## src/hdl/ctl_pkg.sv

```systemverilog
package ctl_pkg;

  localparam int LINE_LIMIT = 80;
  localparam int TEXT_BYTES = 8;
  localparam int MAX_TOKENS = 128;

  localparam int WORD_SLOTS = 8;

  localparam logic [3:0] CLASS_LBRACE     = 4'd0;
  localparam logic [3:0] CLASS_RBRACE     = 4'd1;
  localparam logic [3:0] CLASS_LPAREN     = 4'd2;
  localparam logic [3:0] CLASS_RPAREN     = 4'd3;
  localparam logic [3:0] CLASS_SEMICOLON  = 4'd4;
  localparam logic [3:0] CLASS_INT        = 4'd5;
  localparam logic [3:0] CLASS_RETURN     = 4'd6;
  localparam logic [3:0] CLASS_UNARY      = 4'd7;
  localparam logic [3:0] CLASS_LITERAL    = 4'd8;
  localparam logic [3:0] CLASS_ASSIGN     = 4'd9;
  localparam logic [3:0] CLASS_IDENTIFIER = 4'd10;

  typedef struct packed {
    logic [7:0] char_code;
    logic       end_of_text;
  } in_item_t;

  typedef struct packed {
    logic [3:0]  token_class;
    logic [63:0] token_text;
    logic [3:0]  token_length;
    logic        text_truncated;
    logic [6:0]  token_number;
    logic        last_of_run;
  } out_item_t;

  typedef struct packed {
    logic [1:0] push_count;
    logic       pop;
  } fifo_ctrl_t;

endpackage

```

## src/hdl/ctl_channels.sv

```systemverilog
interface ctl_in_if import ctl_pkg::*; ();
  logic     valid;
  logic     ready;
  in_item_t data;

  modport source(output valid, output data, input ready);
  modport sink(input valid, input data, output ready);
endinterface

interface ctl_out_if import ctl_pkg::*; ();
  logic      valid;
  logic      ready;
  out_item_t data;

  modport source(output valid, output data, input ready);
  modport sink(input valid, input data, output ready);
endinterface

```

## src/hdl/ctl_token_fifo.sv

```systemverilog
module ctl_token_fifo import ctl_pkg::*; (
  input  logic       clk,
  input  logic       rst,
  input  fifo_ctrl_t ctrl,
  input  out_item_t  first_item,
  input  out_item_t  second_item,
  output out_item_t  head,
  output logic [1:0] count
);

  localparam int DEPTH = 3;

  out_item_t  slots [DEPTH];
  out_item_t  slots_next [DEPTH];
  logic [1:0] count_next;
  logic [1:0] base;

  // Entries shift toward slot 0 on a pop; new items land right behind the survivors.
  always_comb begin
    base = count - {1'b0, ctrl.pop};
    for (int i = 0; i < DEPTH; i++) begin
      slots_next[i] = slots[i];
    end
    if (ctrl.pop) begin
      for (int i = 0; i < DEPTH - 1; i++) begin
        slots_next[i] = slots[i + 1];
      end
    end
    for (int i = 0; i < DEPTH; i++) begin
      if (ctrl.push_count != 2'd0 && 2'(i) == base) begin
        slots_next[i] = first_item;
      end
      if (ctrl.push_count == 2'd2 && 2'(i) == base + 2'd1) begin
        slots_next[i] = second_item;
      end
    end
    count_next = base + ctrl.push_count;
  end

  always_ff @(posedge clk) begin
    if (rst) begin
      count <= 2'd0;
    end else begin
      count <= count_next;
    end
    for (int i = 0; i < DEPTH; i++) begin
      slots[i] <= slots_next[i];
    end
  end

  assign head = slots[0];

endmodule

```

## src/hdl/c_subset_token_lexer_unit.sv

```systemverilog
// Token lexer for a small C subset. It takes one source byte per cycle while its
// three-entry result queue has room for two more tokens, and returns tokens (class,
// first eight bytes, saturating length, truncation flag, index within the text)
// through that queue, which registers the first token of a byte as the byte is
// accepted. A byte that ends a pending word and is itself a bracket, semicolon or
// unary operator yields two tokens; the queue then holds at least two entries and
// input pauses until it holds fewer than two. With the output side always ready,
// every byte after one that yields at most one token goes in back to back with it.
module c_subset_token_lexer_unit import ctl_pkg::*; (
  input logic        clk,
  input logic        rst,
  ctl_in_if.sink     byte_in,
  ctl_out_if.source  token_out
);

  localparam logic [7:0] CH_NUL       = 8'h00;
  localparam logic [7:0] CH_TAB       = 8'h09;
  localparam logic [7:0] CH_NEWLINE   = 8'h0A;
  localparam logic [7:0] CH_RETURN    = 8'h0D;
  localparam logic [7:0] CH_SPACE     = 8'h20;
  localparam logic [7:0] CH_BANG      = 8'h21;
  localparam logic [7:0] CH_LPAREN    = 8'h28;
  localparam logic [7:0] CH_RPAREN    = 8'h29;
  localparam logic [7:0] CH_MINUS     = 8'h2D;
  localparam logic [7:0] CH_ZERO      = 8'h30;
  localparam logic [7:0] CH_NINE      = 8'h39;
  localparam logic [7:0] CH_SEMICOLON = 8'h3B;
  localparam logic [7:0] CH_EQUALS    = 8'h3D;
  localparam logic [7:0] CH_LBRACE    = 8'h7B;
  localparam logic [7:0] CH_RBRACE    = 8'h7D;
  localparam logic [7:0] CH_TILDE     = 8'h7E;

  localparam logic [23:0] KW_INT    = 24'h746E69;
  localparam logic [47:0] KW_RETURN = 48'h6E7275746572;

  localparam logic [6:0] TOKEN_CAP    = 7'(MAX_TOKENS - 1);
  localparam logic [6:0] POSITION_CAP = 7'd127;
  localparam logic [6:0] LIMIT        = 7'(LINE_LIMIT);
  localparam logic [3:0] HELD_MAX     = 4'(TEXT_BYTES);
  localparam logic [3:0] LENGTH_CAP   = 4'd15;

  logic [7:0] word_bytes [WORD_SLOTS];
  logic [3:0] word_length;
  logic       all_digits;
  logic [6:0] byte_position;
  logic [6:0] token_count;
  logic       text_stopped;

  logic [7:0]  c;
  logic        eot;
  logic        accept;
  logic        active;
  logic        is_nul;
  logic        is_space;
  logic        is_single;
  logic        is_word;
  logic        is_digit;
  logic        takes_byte;
  logic [3:0]  single_class;
  logic [6:0]  position_inc;
  logic        limit_hit;
  logic [7:0]  fw_bytes [WORD_SLOTS];
  logic [3:0]  fw_length;
  logic        fw_digits;
  logic [63:0] fw_text;
  logic [3:0]  fw_class;
  logic        flush;
  logic [6:0]  count_inc;
  logic [6:0]  single_number;
  out_item_t   word_item;
  out_item_t   single_item;
  out_item_t   first_item;
  out_item_t   second_item;
  fifo_ctrl_t  fifo_ctrl;
  out_item_t   fifo_head;
  logic [1:0]  fifo_count;

  logic [3:0]  word_length_next;
  logic        all_digits_next;
  logic [6:0]  byte_position_next;
  logic [6:0]  token_count_next;
  logic        text_stopped_next;

  assign c      = byte_in.data.char_code;
  assign eot    = byte_in.data.end_of_text;
  assign accept = byte_in.valid && byte_in.ready;

  always_comb begin
    active    = !text_stopped;
    is_nul    = c == CH_NUL;
    is_space  = c == CH_SPACE || c == CH_TAB || c == CH_NEWLINE || c == CH_RETURN;
    is_digit  = c >= CH_ZERO && c <= CH_NINE;
    is_single = 1'b1;
    single_class = CLASS_UNARY;
    unique case (c)
      CH_LBRACE:    single_class = CLASS_LBRACE;
      CH_RBRACE:    single_class = CLASS_RBRACE;
      CH_LPAREN:    single_class = CLASS_LPAREN;
      CH_RPAREN:    single_class = CLASS_RPAREN;
      CH_SEMICOLON: single_class = CLASS_SEMICOLON;
      CH_BANG, CH_TILDE, CH_MINUS: single_class = CLASS_UNARY;
      default:      is_single = 1'b0;
    endcase
    is_word    = !is_nul && !is_space && !is_single;
    takes_byte = active && is_word;

    position_inc = (byte_position == POSITION_CAP) ? byte_position : byte_position + 7'd1;
    limit_hit    = active && !is_nul && position_inc >= LIMIT;

    // The word that may be flushed this cycle already includes a word byte.
    for (int i = 0; i < WORD_SLOTS; i++) begin
      fw_bytes[i] = word_bytes[i];
    end
    if (takes_byte && word_length < HELD_MAX) begin
      fw_bytes[word_length[2:0]] = c;
    end
    if (takes_byte) begin
      fw_length = (word_length == LENGTH_CAP) ? word_length : word_length + 4'd1;
    end else begin
      fw_length = word_length;
    end
    fw_digits = all_digits && (!takes_byte || is_digit);

    fw_text = 64'd0;
    for (int i = 0; i < WORD_SLOTS; i++) begin
      if (i < TEXT_BYTES && 4'(i) < fw_length) begin
        fw_text[8*i +: 8] = fw_bytes[i];
      end
    end

    priority if (fw_length == 4'd3 && fw_text[23:0] == KW_INT) begin
      fw_class = CLASS_INT;
    end else if (fw_length == 4'd6 && fw_text[47:0] == KW_RETURN) begin
      fw_class = CLASS_RETURN;
    end else if (fw_digits) begin
      fw_class = CLASS_LITERAL;
    end else if (fw_length == 4'd1 && fw_text[7:0] == CH_EQUALS) begin
      fw_class = CLASS_ASSIGN;
    end else begin
      fw_class = CLASS_IDENTIFIER;
    end

    flush = fw_length != 4'd0 &&
            (eot || (active && (is_nul || is_space || is_single || limit_hit)));

    count_inc     = (token_count == TOKEN_CAP) ? token_count : token_count + 7'd1;
    single_number = flush ? count_inc : token_count;

    word_item.token_class    = fw_class;
    word_item.token_text     = fw_text;
    word_item.token_length   = fw_length;
    word_item.text_truncated = fw_length > HELD_MAX;
    word_item.token_number   = token_count;
    word_item.last_of_run    = !(active && is_single);

    single_item.token_class    = single_class;
    single_item.token_text     = {56'd0, c};
    single_item.token_length   = 4'd1;
    single_item.text_truncated = 1'b0;
    single_item.token_number   = single_number;
    single_item.last_of_run    = 1'b1;

    first_item  = flush ? word_item : single_item;
    second_item = single_item;

    fifo_ctrl.pop = token_out.ready && fifo_count != 2'd0;
    fifo_ctrl.push_count = 2'd0;
    if (accept) begin
      fifo_ctrl.push_count = {1'b0, flush} + {1'b0, active && is_single};
    end

    // Next state of the word and per-text counters.
    if (eot) begin
      word_length_next   = 4'd0;
      all_digits_next    = 1'b1;
      byte_position_next = 7'd0;
      token_count_next   = 7'd0;
      text_stopped_next  = 1'b0;
    end else begin
      if (flush) begin
        word_length_next = 4'd0;
        all_digits_next  = 1'b1;
      end else begin
        word_length_next = fw_length;
        all_digits_next  = fw_digits;
      end
      byte_position_next = (active && !is_nul) ? position_inc : byte_position;
      text_stopped_next  = text_stopped || (active && (is_nul || limit_hit));
      token_count_next   = token_count;
      if (flush && active && is_single) begin
        token_count_next = (single_number == TOKEN_CAP) ? single_number : single_number + 7'd1;
      end else if (flush || (active && is_single)) begin
        token_count_next = count_inc;
      end
    end
  end

  always_ff @(posedge clk) begin
    if (rst) begin
      word_length   <= 4'd0;
      all_digits    <= 1'b1;
      byte_position <= 7'd0;
      token_count   <= 7'd0;
      text_stopped  <= 1'b0;
    end else if (accept) begin
      word_length   <= word_length_next;
      all_digits    <= all_digits_next;
      byte_position <= byte_position_next;
      token_count   <= token_count_next;
      text_stopped  <= text_stopped_next;
    end
    if (accept) begin
      for (int i = 0; i < WORD_SLOTS; i++) begin
        word_bytes[i] <= fw_bytes[i];
      end
    end
  end

  ctl_token_fifo u_token_fifo (
    .clk         (clk),
    .rst         (rst),
    .ctrl        (fifo_ctrl),
    .first_item  (first_item),
    .second_item (second_item),
    .head        (fifo_head),
    .count       (fifo_count)
  );

  // Room for two more items is kept before a byte is taken.
  assign byte_in.ready   = fifo_count < 2'd2;
  assign token_out.valid = fifo_count != 2'd0;
  assign token_out.data  = fifo_head;

endmodule

```

## src/flat_wrapper.sv

```systemverilog
// flat-port wrapper written by rule: the top's interface ports become plain ports
module c_subset_token_lexer_unit_flat import ctl_pkg::*;
  (clk, rst, byte_in_valid, byte_in_data, byte_in_ready, token_out_valid, token_out_data, token_out_ready);
  ctl_in_if byte_in_i ();
  ctl_out_if token_out_i ();
  input logic clk;
  input logic rst;
  input wire logic [$bits(byte_in_i.valid)-1:0] byte_in_valid;
  input wire logic [$bits(byte_in_i.data)-1:0] byte_in_data;
  output wire logic [$bits(byte_in_i.ready)-1:0] byte_in_ready;
  output wire logic [$bits(token_out_i.valid)-1:0] token_out_valid;
  output wire logic [$bits(token_out_i.data)-1:0] token_out_data;
  input wire logic [$bits(token_out_i.ready)-1:0] token_out_ready;
  assign byte_in_i.valid = byte_in_valid;
  assign byte_in_i.data = byte_in_data;
  assign byte_in_ready = byte_in_i.ready;
  assign token_out_valid = token_out_i.valid;
  assign token_out_data = token_out_i.data;
  assign token_out_i.ready = token_out_ready;
  c_subset_token_lexer_unit u_core (.clk(clk), .rst(rst), .byte_in(byte_in_i), .token_out(token_out_i));
endmodule
```

## config.mk

```make
export PLATFORM = sky130hd
export DESIGN_NAME = c_subset_token_lexer_unit_flat
export DESIGN_NICKNAME = d
export VERILOG_FILES = /design/src/hdl/ctl_pkg.sv /design/src/hdl/ctl_channels.sv /design/src/hdl/ctl_token_fifo.sv /design/src/hdl/c_subset_token_lexer_unit.sv /design/src/flat_wrapper.sv
export SDC_FILE = /design/constraint.sdc
export NUM_CORES = 1
export LEC_CHECK = 0
export BUFFER_PORTS_ARGS = -buffer_cell sky130_fd_sc_hd__buf_2
export CAP_MARGIN = 20
export CELL_PAD_IN_SITES_DETAIL_PLACEMENT = 0
export CELL_PAD_IN_SITES_GLOBAL_PLACEMENT = 1
export CORE_AREA = 2 2 184 186
export DETAILED_ROUTE_END_ITERATION = 8
export DIE_AREA = 0 0 186 188
export PLACE_DENSITY = 0.95
export SLEW_MARGIN = 20
export SYNTH_ARGS = -nofsm -noshare
export SYNTH_HDL_FRONTEND = slang
export SYNTH_SLANG_ARGS = --single-unit
```

## constraint.sdc

```tcl
create_clock -name clk -period 9.7 [get_ports clk]
set_input_delay 1.455 -clock clk [delete_from_list [all_inputs] [get_ports clk]]
set_output_delay 1.455 -clock clk [all_outputs]
set_load 0.005 [all_outputs]
```

==> impl_metrics.prom <==
# TYPE chip_impl_metric gauge
chip_impl_metric{name="ys_types",unit=""} 82
chip_impl_metric{name="cts_buffers",unit=""} 36
chip_impl_metric{name="cts_resized",unit=""} 0
chip_impl_metric{name="p_per_area",unit="nW/um2"} 268
chip_impl_info{name="cells_along_the_critical_path",value="buf_2 -> nand3b_1 -> a211oi_2 -> nor3_2 -> buf_4 -> a311o_1 -> a211oi_4 -> or2_4 -> inv_2 -> ha_1 -> nor2_1 -> nor2_1 -> and3_2 -> nor2_1 -> inv_1 -> nand2_1 -> o21ai_0"} 1
chip_impl_metric{name="post_synth_design_cell_area",unit="um2"} 16700
chip_impl_info{name="hold_class",value="reg -> reg"} 1
chip_impl_metric{name="synth_fp_nets",unit=""} 1851
chip_impl_info{name="terminating_pin_of_the_worst_hold_path",value="u_core.u_token_fifo.slots[0][237]"} 1
chip_impl_metric{name="crit_path_max_fanout",unit=""} 33
chip_impl_metric{name="post_drt_via_cell_ratio",unit=""} 5.90
chip_impl_metric{name="grt_pass1_wl",unit="um"} 69800
chip_impl_metric{name="max_freq",unit="MHz"} 146
chip_impl_metric{name="final.setup_skew",unit="ns"} 0.0153
chip_impl_metric{name="detailed_place_hpwl",unit="um"} 28800
chip_impl_metric{name="final-max-slew-violation-count",unit=""} 0
chip_impl_metric{name="fp.dieArea",unit="um2"} 35000
chip_impl_info{name="outcome",value="finished, final reports clean"} 1
chip_impl_metric{name="ys_async_rst_share",unit=""} 0
chip_impl_metric{name="htreeDepth",unit=""} 2
chip_impl_info{name="timing.rr.start",value="u_core.word_length[0]"} 1
chip_impl_info{name="layout.cells.most_common_list",value="sky130_fd_sc_hd__nor2_1, sky130_fd_sc_hd__dfxtp_1, sky130_fd_sc_hd__nand2_1, sky130_fd_sc_hd__mux2i_1, sky130_fd_sc_hd__a211oi_1"} 1
chip_impl_metric{name="netlist_instances",unit=""} 1830
chip_impl_info{name="clock-root-buffer",value="sky130_fd_sc_hd__clkbuf_16"} 1
chip_impl_metric{name="count_of_fill_cells_added_during_filler_insertion",unit=""} 2915
chip_impl_metric{name="postSynthRegisterBits",unit=""} 329
chip_impl_metric{name="grt_max_degree",unit=""} 85
chip_impl_metric{name="clk-insertion-delay-late",unit="ns"} 0.52
chip_impl_info{name="final_common_cell",value="sky130_fd_sc_hd__nor2_1"} 1
chip_impl_metric{name="final_nets",unit=""} 1777
chip_impl_metric{name="cp.buffers_inverters",unit=""} 4
chip_impl_metric{name="avgSynthCellArea",unit="um2"} 9.12
chip_impl_metric{name="drc",unit=""} 0
chip_impl_metric{name="core_region_area",unit="um2"} 33100
chip_impl_metric{name="finalCritPeriodShare",unit=""} 0.704
chip_impl_metric{name="cts.path.max_buffers",unit=""} 3
chip_impl_info{name="setup.worst_path.class",value="in -> reg"} 1
chip_impl_metric{name="antennaDiodeCount",unit=""} 0
chip_impl_metric{name="ff2ff_setup_slack",unit="ns"} 3.85
chip_impl_metric{name="maxCapViolCount",unit=""} 0
chip_impl_metric{name="finalNonFillerCells",unit=""} 2231
chip_impl_metric{name="ys.warnings.count",unit=""} 0
chip_impl_metric{name="r2r.worst_path.cells",unit=""} 14
chip_impl_info{name="synth_flop_cell",value="sky130_fd_sc_hd__dfxtp_1"} 1
chip_impl_metric{name="io_buffer_count",unit=""} 95
chip_impl_metric{name="fp-row-count",unit=""} 67
chip_impl_info{name="worst_path_dominant_cell_family",value="simple AND/OR/NAND/NOR gates"} 1
chip_impl_metric{name="die_height",unit="um"} 188
chip_impl_metric{name="min_delay_path_depth",unit=""} 2
chip_impl_info{name="start_kind",value="input pin"} 1
chip_impl_metric{name="vdd.ir_drop.worst",unit="mV"} 0.182
chip_impl_metric{name="p_leak",unit="nW"} 7.62
chip_impl_metric{name="worst_slew_pin_slew",unit="ns"} 1.10
chip_impl_metric{name="drtIter0Drc",unit=""} 1361
chip_impl_metric{name="boundaryPins",unit=""} 96
chip_impl_metric{name="drive_above_1_share",unit=""} 0.121
chip_impl_metric{name="clk_pin_slew_worst_paths",unit="ns"} 0.06
chip_impl_info{name="worst_r2r_endpoint",value="u_core.u_token_fifo.slots[0][169]"} 1
chip_impl_metric{name="worst_slew_margin_rel",unit=""} 0.260
chip_impl_metric{name="register_area",unit="um2"} 7770
chip_impl_metric{name="total_power",unit="mW"} 4.78
chip_impl_info{name="rsz_0062_raised_after_global_routing",value="no"} 1
chip_impl_metric{name="groute.usage.overall",unit=""} 0.252
chip_impl_metric{name="finalCoreUtilization",unit=""} 0.539
chip_impl_metric{name="synth-seq-area-share",unit=""} 0.465
chip_impl_info{name="hp-start",value="u_core.u_token_fifo.slots[0][237]"} 1
chip_impl_metric{name="cts.sinks",unit=""} 329
chip_impl_metric{name="route.final.wire_length",unit="um"} 44200
chip_impl_metric{name="grt-ovfl-total",unit=""} 0
chip_impl_metric{name="wire_per_inst",unit="um"} 19.8
chip_impl_metric{name="multi_input_gate_area_in_the_final_layout",unit="um2"} 7540
chip_impl_info{name="cpMostUsedCell",value="sky130_fd_sc_hd__nor2_1"} 1
chip_impl_info{name="cts_tree",value="built"} 1
chip_impl_metric{name="via_count",unit=""} 13200
chip_impl_metric{name="post_cts_hold_buffer_count",unit=""} 0
chip_impl_metric{name="worst-endpoint-required",unit="ns"} 9.93
chip_impl_metric{name="final_antenna_net_count",unit=""} 0
chip_impl_metric{name="worst-endpoint-arrival",unit="ns"} 7.06
chip_impl_metric{name="synth-edff-count",unit=""} 118
chip_impl_metric{name="dr.pass1.iters",unit=""} 8
chip_impl_metric{name="finalCriticalPeriod",unit="ns"} 6.83
chip_impl_metric{name="antenna_found_initial",unit=""} 0
chip_impl_metric{name="cpPeakStageDelay",unit="ns"} 0.78
chip_impl_info{name="crit_path_top_delay_cell",value="sky130_fd_sc_hd__nor2_1"} 1
chip_impl_metric{name="first_global_vias",unit=""} 12700
chip_impl_info{name="cp-end-kind",value="register"} 1
chip_impl_metric{name="pre_cts_ws",unit="ns"} 2.54
chip_impl_metric{name="placed_cells_incl_taps",unit=""} 2166
chip_impl_metric{name="final.setup.worst_slack",unit="ns"} 2.87
chip_impl_metric{name="finalSetupViolCount",unit=""} 0
chip_impl_metric{name="synthToLayoutAreaGrowth",unit="%"} 6.88
chip_impl_metric{name="final_hold_viol_count",unit=""} 0
chip_impl_metric{name="post-cts-setup-buffers",unit=""} 0
chip_impl_metric{name="initial_utilization",unit=""} 0.504
chip_impl_metric{name="fin_tns_setup",unit="ns"} 0
chip_impl_metric{name="gp_congestion",unit=""} 0.912
chip_impl_metric{name="die_w",unit="um"} 186
flip-flops by register name, indices dropped and copies added (netlist names):
name                       count
u_core.text_stopped            1
u_core.byte_position           7
u_core.u_token_fifo.slots    243
u_core.u_token_fifo.count      2
u_core.word_length             4
u_core.token_count             7
u_core.all_digits              1
u_core.word_bytes             64
cells by family after synthesis:
family          share of synthesized area
compound gates                      0.140
fa+ha+maj                         0.00600
buf+inv                            0.0853
simple gates                        0.189
mux                                 0.108
xor+xnor                          0.00682
flops                               0.465
final cells by class:
type	instances	area share
Clock inverter	9	0.00330
Multi-Input combinational cell	1216	0.423
Timing Repair Buffer	111	0.0334
Tap cell	448	0.0314
Clock buffer	56	0.0606
Sequential cell	329	0.435
Inverter	62	0.0130
where the power goes:
group	internal (mW)	switching [mW]
clock	0.769	0.544
sequential	1.87	0.190
combinational	0.615	0.799
per-stage QoR:
step / hold slack [ns] / area [um2]
after CTS: 0.455 / 17800
after global routing: 0.463 / 17800
final: 0.453 / 17800
after floorplan: 0.425 / 16700
after global placement: 0.440 / 16700
after detailed placement: 0.445 / 16700
worst max path at each step:
stage                               start                                 to  slack (ns)  cells after the start
after floorplan           byte_in_data[2]  u_core.u_token_fifo.slots[0][100]        3.89                     17
after global placement    byte_in_data[5]  u_core.u_token_fifo.slots[0][169]        2.77                     17
after detailed placement  byte_in_data[5]  u_core.u_token_fifo.slots[0][169]        2.54                     17
after CTS                 byte_in_data[5]  u_core.u_token_fifo.slots[0][169]        3.05                     17
after global routing      byte_in_data[6]   u_core.u_token_fifo.slots[0][20]        2.49                     14
final                     byte_in_data[6]  u_core.u_token_fifo.slots[0][169]        2.87                     17
worst reg2reg max path, delay by kind of cell (launching register included):
family,cells,cell delay [ns]
simple gates,6,1.83
fa+ha+maj,2,0.81
flops,1,0.76
compound gates,4,1.16
buf+inv,2,1.01
cells in the mapped netlist (4+ instances only):
master	number	share of area
sky130_fd_sc_hd__nand4b_1	4	0.0021
sky130_fd_sc_hd__a21boi_0	6	0.0027
sky130_fd_sc_hd__nand2_1	209	0.047
sky130_fd_sc_hd__or4_1	4	0.0018
sky130_fd_sc_hd__buf_4	81	0.036
sky130_fd_sc_hd__o211ai_1	6	0.0027
sky130_fd_sc_hd__a21oi_1	53	0.016
sky130_fd_sc_hd__and2_1	11	0.0041
sky130_fd_sc_hd__o22ai_1	22	0.0082
sky130_fd_sc_hd__xnor2_1	8	0.0042
sky130_fd_sc_hd__clkbuf_1	116	0.026
sky130_fd_sc_hd__a211oi_1	123	0.055
sky130_fd_sc_hd__mux2i_1	156	0.094
sky130_fd_sc_hd__nor2_1	221	0.050
sky130_fd_sc_hd__ha_1	8	0.0060
sky130_fd_sc_hd__or3_1	6	0.0022
sky130_fd_sc_hd__nor2b_1	9	0.0034
sky130_fd_sc_hd__nor4_1	15	0.0056
sky130_fd_sc_hd__and3_1	37	0.014
sky130_fd_sc_hd__nor4b_1	4	0.0021
sky130_fd_sc_hd__buf_2	15	0.0045
sky130_fd_sc_hd__nand3_1	81	0.024
sky130_fd_sc_hd__buf_1	8	0.0018
sky130_fd_sc_hd__a32o_1	6	0.0036
sky130_fd_sc_hd__a22o_1	11	0.0058
sky130_fd_sc_hd__a311o_1	5	0.0030
sky130_fd_sc_hd__a31oi_1	20	0.0075
sky130_fd_sc_hd__nand2b_1	18	0.0067
sky130_fd_sc_hd__xor2_1	5	0.0026
sky130_fd_sc_hd__o21ai_0	41	0.012
sky130_fd_sc_hd__nor3_1	31	0.0093
sky130_fd_sc_hd__inv_1	59	0.013
sky130_fd_sc_hd__nand4_1	7	0.0026
sky130_fd_sc_hd__a21o_1	4	0.0018
sky130_fd_sc_hd__dfxtp_1	211	0.25
sky130_fd_sc_hd__edfxtp_1	118	0.21
sky130_fd_sc_hd__nand3b_1	5	0.0022
sky130_fd_sc_hd__mux2_2	21	0.014
per-layer routing:
layer	wire, um	track usage	up-vias	share of wire
li1	-	-	6293	-
met2	20300	0.401	520	0.46
met4	1890	0.105	0	0.043
met5	0	0	-	0
met3	2880	0.0369	97	0.065
met1	19200	0.342	6247	0.43
No activity file was read; power rests on OpenSTA's default activity.
